--- src/design/swlm_pkg.sv ---
// Shared types and constants for the stopwatch with lap memory.
`default_nettype none
package swlm_pkg;

  // Command codes carried in the request
  typedef enum logic [2:0] {
    CMD_TICK   = 3'd0,
    CMD_START  = 3'd1,
    CMD_PAUSE  = 3'd2,
    CMD_RESUME = 3'd3,
    CMD_STOP   = 3'd4,
    CMD_LAP    = 3'd5,
    CMD_READ   = 3'd6
  } cmd_t;

  localparam int HourW   = 5;
  localparam int MinuteW = 6;
  localparam int SecondW = 6;
  localparam int CentiW  = 7;
  localparam int IndexW  = 4;
  localparam int CountW  = 4;

  localparam int CentisPerSecond  = 100;
  localparam int SecondsPerMinute = 60;
  localparam int MinutesPerHour   = 60;
  localparam int HoursPerDay      = 24;

  // One stored lap, hours in the top bits
  typedef struct packed {
    logic [HourW-1:0]   hours;
    logic [MinuteW-1:0] minutes;
    logic [SecondW-1:0] seconds;
    logic [CentiW-1:0]  centis;
  } lap_entry_t;

  // Control handed to each counter cell
  typedef struct packed {
    logic clear;
    logic inc;
  } digit_ctrl_t;

  // Control broadcast to every lap cell
  typedef struct packed {
    logic              capture;
    logic              read;
    logic [IndexW-1:0] index;
  } lap_ctrl_t;

endpackage
`default_nettype wire

--- src/design/swlm_digit_cell.sv ---
// Modulo counter cell of the time cascade, passing its carry to the next cell.
`default_nettype none
module swlm_digit_cell #(
  parameter int MOD = 10,
  parameter int W   = (MOD > 1) ? $clog2(MOD) : 1
) (
  input  wire                        clk,
  input  wire                        rst,
  input  wire swlm_pkg::digit_ctrl_t ctrl,
  output logic [W-1:0]               count,
  output logic [W-1:0]               count_next,
  output logic                       carry
);
  import swlm_pkg::*;

  localparam logic [W-1:0] Top = W'(MOD - 1);

  // Wrap at the modulus and hand the carry on
  assign carry = ctrl.inc && (count == Top);

  always_comb begin
    if (ctrl.clear) begin
      count_next = '0;
    end else if (carry) begin
      count_next = '0;
    end else if (ctrl.inc) begin
      count_next = count + W'(1);
    end else begin
      count_next = count;
    end
  end

  always_ff @(posedge clk) begin
    if (rst) begin
      count <= '0;
    end else begin
      count <= count_next;
    end
  end

endmodule
`default_nettype wire

--- src/design/swlm_lap_cell.sv ---
// One lap store slot: shifts in its left neighbor on capture, answers a read of its index.
`default_nettype none
module swlm_lap_cell #(
  parameter int IDX = 0
) (
  input  wire                       clk,
  input  wire swlm_pkg::lap_ctrl_t  ctrl,
  input  wire                       occupied,
  input  wire swlm_pkg::lap_entry_t entry_in,
  output swlm_pkg::lap_entry_t      entry,
  output swlm_pkg::lap_entry_t      read_data
);
  import swlm_pkg::*;

  logic match;

  // Shift toward the older end on capture
  always_ff @(posedge clk) begin
    if (ctrl.capture) begin
      entry <= entry_in;
    end
  end

  // Drive the read bus only when this slot is addressed and filled
  assign match     = ctrl.read && occupied && (int'(ctrl.index) == IDX);
  assign read_data = match ? entry : '0;

endmodule
`default_nettype wire

--- src/design/stopwatch_with_lap_memory_top.sv ---
// Top level of the stopwatch with lap memory: counter cells, lap cells, result register.
//
// Usage:
//   Requests arrive on the s_ channel, one per millisecond tick or command;
//   s_tdata holds cmd (0 tick, 1 start, 2 pause, 3 resume, 4 stop,
//   5 lap capture, 6 lap read) and lap_index. Every request yields exactly
//   one result on the m_ channel: the elapsed count after the request, the
//   run flag, the number of stored laps and, for a lap read, the entry.
//   An accepted request's result is registered and shows from the cycle
//   after acceptance on. Throughput is 1 request per cycle while the
//   receiver takes results, set by the carry ripple through the five counter
//   cells and the one-step shift of the lap cells, both in the cycle of acceptance.
//   When the receiver stalls, the result is held in the output register and
//   s_tready falls until it is taken; s_tready is high whenever the register
//   is empty or being emptied in the same cycle.
//   Reset (rst, synchronous) clears the count, halts the watch, empties the
//   lap store and drops any pending result. Lap slots carry no reset; only
//   filled slots are ever read.
`default_nettype none
module stopwatch_with_lap_memory_top #(
  parameter int LAP_DEPTH       = 12,
  parameter int TICKS_PER_CENTI = 10
) (
  input  wire         clk,
  input  wire         rst,
  input  wire         s_tvalid,
  output logic        s_tready,
  input  wire  [7:0]  s_tdata,   // cmd[2:0], lap_index[6:3], zero[7]
  output logic        m_tvalid,
  input  wire         m_tready,
  output logic [55:0] m_tdata    // hours[4:0], minutes[10:5], seconds[16:11],
                                 // centis[23:17], running[24], lap_count[28:25],
                                 // lap_valid[29], lap_hours[34:30],
                                 // lap_minutes[40:35], lap_seconds[46:41],
                                 // lap_centis[53:47], zero[55:54]
);
  import swlm_pkg::*;

  localparam int FillW = $clog2(LAP_DEPTH + 1);
  localparam int SubW  = (TICKS_PER_CENTI > 1) ? $clog2(TICKS_PER_CENTI) : 1;

  logic              accept;
  cmd_t              cmd;
  logic [IndexW-1:0] lap_index;

  logic do_tick;
  logic do_clear;

  digit_ctrl_t sub_ctrl, centi_ctrl, second_ctrl, minute_ctrl, hour_ctrl;

  logic               sub_carry;
  logic [CentiW-1:0]  centi_count, centi_next;
  logic               centi_carry;
  logic [SecondW-1:0] second_count, second_next;
  logic               second_carry;
  logic [MinuteW-1:0] minute_count, minute_next;
  logic               minute_carry;
  logic [HourW-1:0]   hour_count, hour_next;

  logic             run_flag, run_flag_next;
  logic [FillW-1:0] lap_fill, lap_fill_next;

  lap_ctrl_t  lap_ctrl;
  lap_entry_t now_entry;
  lap_entry_t chain  [LAP_DEPTH+1];
  lap_entry_t rd_bus [LAP_DEPTH];
  lap_entry_t rd_data;
  logic       rd_valid;

  // Handshake and decode
  assign s_tready  = !m_tvalid || m_tready;
  assign accept    = s_tvalid && s_tready;
  assign cmd       = cmd_t'(s_tdata[2:0]);
  assign lap_index = s_tdata[6:3];

  always_comb begin
    do_tick       = 1'b0;
    do_clear      = 1'b0;
    run_flag_next = run_flag;
    lap_ctrl      = '0;
    lap_ctrl.index = lap_index;
    lap_fill_next = lap_fill;
    if (accept) begin
      case (cmd)
        CMD_TICK:   do_tick = run_flag;
        CMD_START: begin
          do_clear      = 1'b1;
          run_flag_next = 1'b1;
        end
        CMD_PAUSE:  run_flag_next = 1'b0;
        CMD_RESUME: run_flag_next = 1'b1;
        CMD_STOP: begin
          do_clear      = 1'b1;
          run_flag_next = 1'b0;
          lap_fill_next = '0;
        end
        CMD_LAP: begin
          lap_ctrl.capture = 1'b1;
          if (lap_fill < FillW'(LAP_DEPTH)) begin
            lap_fill_next = lap_fill + FillW'(1);
          end
        end
        CMD_READ:   lap_ctrl.read = 1'b1;
        default:    ;
      endcase
    end
  end

  // Counter cascade, each cell's carry feeds the next
  assign sub_ctrl    = '{clear: do_clear, inc: do_tick};
  assign centi_ctrl  = '{clear: do_clear, inc: sub_carry};
  assign second_ctrl = '{clear: do_clear, inc: centi_carry};
  assign minute_ctrl = '{clear: do_clear, inc: second_carry};
  assign hour_ctrl   = '{clear: do_clear, inc: minute_carry};

  swlm_digit_cell #(.MOD(TICKS_PER_CENTI), .W(SubW)) u_sub (
    .clk(clk), .rst(rst), .ctrl(sub_ctrl),
    .count(), .count_next(), .carry(sub_carry)
  );

  swlm_digit_cell #(.MOD(CentisPerSecond), .W(CentiW)) u_centi (
    .clk(clk), .rst(rst), .ctrl(centi_ctrl),
    .count(centi_count), .count_next(centi_next), .carry(centi_carry)
  );

  swlm_digit_cell #(.MOD(SecondsPerMinute), .W(SecondW)) u_second (
    .clk(clk), .rst(rst), .ctrl(second_ctrl),
    .count(second_count), .count_next(second_next), .carry(second_carry)
  );

  swlm_digit_cell #(.MOD(MinutesPerHour), .W(MinuteW)) u_minute (
    .clk(clk), .rst(rst), .ctrl(minute_ctrl),
    .count(minute_count), .count_next(minute_next), .carry(minute_carry)
  );

  swlm_digit_cell #(.MOD(HoursPerDay), .W(HourW)) u_hour (
    .clk(clk), .rst(rst), .ctrl(hour_ctrl),
    .count(hour_count), .count_next(hour_next), .carry()
  );

  // Run flag and lap fill count
  always_ff @(posedge clk) begin
    if (rst) begin
      run_flag <= 1'b0;
      lap_fill <= '0;
    end else begin
      run_flag <= run_flag_next;
      lap_fill <= lap_fill_next;
    end
  end

  // Lap cells: the current count enters at slot 0, the oldest falls off the end
  assign now_entry = '{hours: hour_count, minutes: minute_count,
                       seconds: second_count, centis: centi_count};
  assign chain[0]  = now_entry;

  for (genvar i = 0; i < LAP_DEPTH; i++) begin : g_lap
    swlm_lap_cell #(.IDX(i)) u_cell (
      .clk(clk),
      .ctrl(lap_ctrl),
      .occupied(lap_fill > FillW'(i)),
      .entry_in(chain[i]),
      .entry(chain[i+1]),
      .read_data(rd_bus[i])
    );
  end

  // Combine the read bus; at most one cell drives it
  always_comb begin
    rd_data = '0;
    for (int i = 0; i < LAP_DEPTH; i++) begin
      rd_data = rd_data | rd_bus[i];
    end
  end

  assign rd_valid = lap_ctrl.read && (FillW'(lap_index) < lap_fill) &&
                    (int'(lap_index) < LAP_DEPTH);

  // Result register
  always_ff @(posedge clk) begin
    if (rst) begin
      m_tvalid <= 1'b0;
    end else if (accept) begin
      m_tvalid <= 1'b1;
    end else if (m_tready) begin
      m_tvalid <= 1'b0;
    end
  end

  always_ff @(posedge clk) begin
    if (accept) begin
      m_tdata <= {2'b00, rd_data.centis, rd_data.seconds, rd_data.minutes,
                  rd_data.hours, rd_valid, CountW'(lap_fill_next),
                  run_flag_next, centi_next, second_next, minute_next, hour_next};
    end
  end

endmodule
`default_nettype wire

--- config.mk ---
export PLATFORM = sky130hd
export DESIGN_NAME = stopwatch_with_lap_memory_top
export DESIGN_NICKNAME = d
export VERILOG_FILES = /design/src/design/swlm_pkg.sv /design/src/design/swlm_digit_cell.sv /design/src/design/swlm_lap_cell.sv /design/src/design/stopwatch_with_lap_memory_top.sv
export SDC_FILE = /design/constraint.sdc
export NUM_CORES = 1
export LEC_CHECK = 0
export ABC_CLOCK_PERIOD_IN_PS = 16350
export BUFFER_PORTS_ARGS = -buffer_cell sky130_fd_sc_hd__buf_2
export CAP_MARGIN = 20
export CORE_MARGIN = 4
export CORE_UTILIZATION = 50
export DETAILED_ROUTE_END_ITERATION = 8
export PLACE_DENSITY = 0.75
export SLEW_MARGIN = 30
export SYNTH_ARGS = -nofsm -noshare
export SYNTH_HDL_FRONTEND = slang
export SYNTH_SLANG_ARGS = --single-unit
export TNS_END_PERCENT = 50
--- constraint.sdc ---
create_clock -name clk -period 16.35 [get_ports clk]
set_clock_uncertainty 0.2 [all_clocks]
set_input_delay 2.4525 -clock clk [delete_from_list [all_inputs] [get_ports clk]]
set_output_delay 2.4525 -clock clk [all_outputs]
set_load 0.05 [all_outputs]
# Yosys cells after proc, flatten, opt, wreduce, memory -nomap -nowiden

Index checks and enable logic that the tools add are counted.

Flip-flop bits (word level): 376
Bits in latches: 0
RAM bits: 0
Bits in read-only memories: 0
Output and inout bits: 58
Logic and storage cells: 190
Memories: 0

Add/sub/neg operators: 6
Multipliers: 0
Div/mod/pow operators: 0
$lt $le $gt $ge: 15
Equality and inequality tests: 22
Shift-type cells: 0
Muxes and demuxes: 38
Bitwise operators: 11
Reduce and logical (&&, ||, !) cells: 41

Operators by type and width:

| cell                | count |
|---|---|
| $mux 24             | 12 |
| $or 24x24->24       | 11 |
| $eq 4x4->1 const B  | 9 |
| $mux 6              | 6 |
| $logic_and 1x1->1   | 32 |
| $mux 7              | 3 |
| $gt 4x3->1 const B  | 4 |
| $gt 4x4->1 const B  | 4 |
| $mux 5              | 3 |
| $add 6x1->6 const B | 2 |
| $eq 6x6->1 const B  | 2 |
| $eq 3x3->1 const B  | 3 |
| $mux 1              | 9 |
| $add 4x1->4 const B | 2 |
| $eq 4x3->1 const B  | 2 |
| $gt 4x1->1 const B  | 2 |
| $gt 4x2->1 const B  | 2 |
| $lt 4x4->1 const B  | 2 |
| $mux 4              | 2 |
| $pmux 4 s2          | 1 |
| $add 7x1->7 const B | 1 |
| $eq 7x7->1 const B  | 1 |
| $eq 3x2->1 const B  | 2 |
| $reduce_or 2->1     | 3 |
| 13 further kinds    | 13 |

# Depth between registers and ports, before layout

Depth in word-level cells: 18
Depth in mapped cells: 11

# Cells and area by module

A second synthesis with hierarchy kept.

Cells, all modules: 1047
Area total of the unflattened synthesis: 15406.0 µm²

Modules (own cells, without submodules):

| module                               | instances | cells each | area an instance (µm²) | sequential area each (µm²) |
|---|---|---|---|---|
| swlm_lap_cell (g_lap[10].u_cell ...) | 4         | 54         | 907.1                  | 720.7 |
| stopwatch_with_lap_memory_top        | 1         | 227        | 2806.4                 | 1741.7 |
| swlm_lap_cell (g_lap[1].u_cell ...)  | 2         | 54         | 930.9                  | 720.7 |
| swlm_lap_cell (g_lap[0].u_cell ...)  | 2         | 54         | 928.4                  | 720.7 |
| swlm_lap_cell (g_lap[11].u_cell ...) | 2         | 54         | 923.4                  | 720.7 |
| swlm_lap_cell (g_lap[4].u_cell ...)  | 2         | 54         | 918.4                  | 720.7 |
| swlm_digit_cell (u_minute ...)       | 2         | 36         | 337.8                  | 120.1 |
| swlm_digit_cell (u_centi)            | 1         | 45         | 389.1                  | 140.1 |
| swlm_digit_cell (u_hour)             | 1         | 27         | 260.2                  | 100.1 |
| swlm_digit_cell (u_sub)              | 1         | 28         | 244.0                  | 80.1 |

# Least setup slack after synthesis

Ideal clock, no wire load.

Kind: input -> register
From: in m_tready
To: reg g_lap[0].u_cell.entry[0] (netlist name), enable pin
Setup time: 944 ps
Arrival time: 15149 ps
Required time: 15206 ps
Slack: 57 ps
Stages on the path: 6
Buffers on the path: 2
Cells stage by stage: nor2b_1 buf_2 inv_1 buf_2 nand3_1 nor2_1

RTL lines:

| what                 | RTL line                            | RTL |
|---|---|---|
| start, declared      | stopwatch_with_lap_memory_top.sv:30 | `input wire m_tready,` |
| end signal, assigned | swlm_lap_cell.sv:20                 | `entry <= entry_in;` |
| end, declared        | swlm_lap_cell.sv:10                 | `output swlm_pkg::lap_entry_t entry,` |

# Worst setup path in the final report

From: in m_tready
To: out s_tready

Word-level cells in the longest chain between the ends: 1

Ends and longest elaborated chain:

| what             | RTL line                            | RTL |
|---|---|---|
| $logic_or 1x1->1 | stopwatch_with_lap_memory_top.sv:71 | `assign s_tready = !m_tvalid \|\| m_tready;` |
| end, declared    | stopwatch_with_lap_memory_top.sv:27 | `output logic s_tready,` |

No other way between the ends.

==> metrics.md <==
| Metric | Value |
|---|---|
| Dominant cells by area after synthesis | `edfxtp_1 (70%), dfxtp_1 (4.6%), a22oi_1 (2.3%)` |
| Fin crit share | `0.385` |
| Post-synth top area cell | `edfxtp_1` |
| Nets | `1047` |
| Max_slew headroom | `0.354` |
| GRT Util Overall | `0.203` |
| Worst reg2reg startpoint | `lap_fill[1]` |
| Clock Sinks | `roughly 380` |
| Post-synthesis sequential area ratio | `0.746` |
| Post-CTS sizing | `0` |
| Mapped Cells | `around 960` |
| Yosys reg bits | `between 300 and 400` |
| GRT Residual Overflow | `0` |
| Yosys top cell area share | `0.700` |
| Fin. Hold Viols | `0` |
| Crit path launch | `m_tready` |
| Crit path top cell by count | `buf_2` |
| Final setup viols | `0` |
| Largest net degree at the start of global routing | `approximately 200` |
| Core Area | `about 29000 um^2` |
| First-pass GRT wire length | `between 40 and 50 mm` |
| CP Data Required Time | `around 14000 ps` |
| Rows | `between 60 and 70` |
| Detailed Routing Iterations Pass 1 | `5` |
| Post-layout util | `0.579` |
| Synth warn | `0` |
| Startpoint Class | `primary input` |
| Starting Density | `0.509` |
| Netlist cell types | `between 60 and 70` |
| Htree depth | `2` |
| # fillers | `roughly 2200` |
| Main synth FF type | `edfxtp_1` |
| Hold buffers post-CTS | `0` |
| LEAKAGE | `5.85 nW` |
| Antenna viol nets, final | `0` |
| Clock Path Buffers | `3` |
| CTS Root Cell | `clkbuf_16` |
| WL/cell | `around 23 um` |
| Clock-pin transition on the worst setup and hold timing paths | `about 60 ps` |
| TritonCTS clock tree | `built` |
| CTS buffer count | `38` |
| Avg Inst Size Synth | `around 15 um^2` |
| Final Max Slew Viols | `0` |
| Vias in the first global route | `about 8500` |
| Post-detail-place hpwl | `roughly 21 mm` |
| Min-delay src | `g_lap[4].u_cell.entry[0]` |
| PwrDens | `~120 nW/um^2` |
| GPL Wtd Cong | `~0.84` |
| Die height | `~180 um` |
| Post-synth EDFFs | `342` |
| DRT Wirelength | `between 30 and 40 mm` |
| CP Cell Sequence | `buf_2, nor2b_1, inv_1, buf_2` |
| Delay of the slowest cell on the worst path | `430 ps` |
| IO Port Bufs | `between 60 and 70` |
| Worst Path Class, Setup | `in2out` |
| I/O pin count | `70` |
| Status | `finished clean` |
| Die area | `32200 um^2` |
| Maximum vdd ir drop | `about 0.073 mV` |
| Max FO, Critical Path | `11` |
| Fmax | `between 150 and 200 MHz` |
| Worst-margin pin slew | `roughly 960 ps` |
| Setup bufs post-CTS | `0` |
| DR iter-0 viols | `1178` |
| RSZ-0062 raised after global routing | `false` |
| Initial antenna violation count | `2` |
| Antenna cell count | `0` |
| Most common cell after layout, fill and taps aside | `edfxtp_1` |
| TNS Setup | `0 ps` |
| Most frequent cells in the layout | `edfxtp_1 (342), nor2_1 (73), buf_2 (66)` |
| Die width | `around 180 um` |
| Crit path time final | `around 6300 ps` |
| Crit path DAT | `3640 ps` |
| Crit end category | `output pin` |
| P&R area growth vs syn | `13.7%` |
| Async SR Flop Fraction | `0` |
| Vias | `just under 9000` |
| Pwr Total | `0.00201 W` |
| CP max-delay cell | `nor2b_1` |
| DR vias/cell | `6.18` |
| DRC | `0` |
| Max Cap Viol | `0` |
| Post-Syn Area | `roughly 15000 um^2` |
| Tightest Hold Check Type | `reg2reg` |
| Clk Latency, worst-skew pair | `between 500 and 600 ps` |
| Layout cells sized above 1 | `0.142` |
## synth_stat cells, types with 13 or more instances
master,instances
nand2_1,34
a22oi_1,44
a32o_1,14
a221oi_1,14
a21oi_1,27
a22o_1,13
edfxtp_1,342
nand4_1,20
nand3_1,38
dfxtp_1,34
inv_1,14
and3_1,31
nor2_1,74
clkbuf_1,33
## through the flow
step	instance area, um^2	hold slack (ps)	setup WS [ps]	cells
finish	16700	240	10050	1434
global route	16700	252	9950	1434
floorplan	14700	217	56.7	957
detailed placement	15400	224	10120	1366
CTS	16700	241	10130	1433
global placement	15400	220	10170	1366
## final timing paths
check,to,slack (ps),cells after the start
setup / recovery,s_tready,10050,4
hold / removal,g_lap[5].u_cell.entry[0],240,0
setup reg to reg,m_tdata[34],12870,7
hold reg to reg,g_lap[5].u_cell.entry[0],240,0
## flip-flops by register name, summed over array words and instances, names as in the netlist
name                flops
g_lap.u_cell.entry    288
lap_fill                4
m_tdata                54
m_tvalid                1
run_flag                1
u_centi.count           7
u_hour.count            5
u_minute.count          6
u_second.count          6
u_sub.count             4
## routing by layer
metal	part of all wire	track usage	vias up
met5	0.00042	0	-
met4	0.018	0.0514	2
met3	0.096	0.0472	52
met2	0.46	0.314	452
met1	0.42	0.295	4392
li1	-	-	3967
## critical path: cells and delay by family
kind,cells,cell delay (ps)
buffers and inverters,3,750
and+or+nand+nor,1,430
## where the power goes
part / internal (W) / leakage [nW] / switching, W
Combinational: 0.0000111 / 1.66 / 0.0000529
Clock: 0.000533 / 0.627 / 0.000354
Sequential: 0.00106 / 3.57 / 0.00000601
## final cells by class
| cell class | count | area, um^2 | area share |
|---|---|---|---|
| clock buffers | 49 | 1090 | 0.0651 |
| well taps | 384 | 480 | 0.0288 |
| clock inverters | 18 | 188 | 0.0112 |
| repair buffers | 79 | 464 | 0.0278 |
| inverters | 14 | 52.6 | 0.00315 |
| multi-input cells | 514 | 3480 | 0.208 |
| flip-flops and latches | 376 | 11000 | 0.656 |
## cells by family after synthesis
kind of cell	after synthesis	synth area share
compound gates	196	0.106
xor+xnor	19	0.0113
fa+ha+maj	12	0.0102
buf+inv	67	0.0197
flops	376	0.746
mux	10	0.00690
other cells	1	0.000255
simple gates	275	0.100
Note: power is estimated with default switching activity, not from simulation.
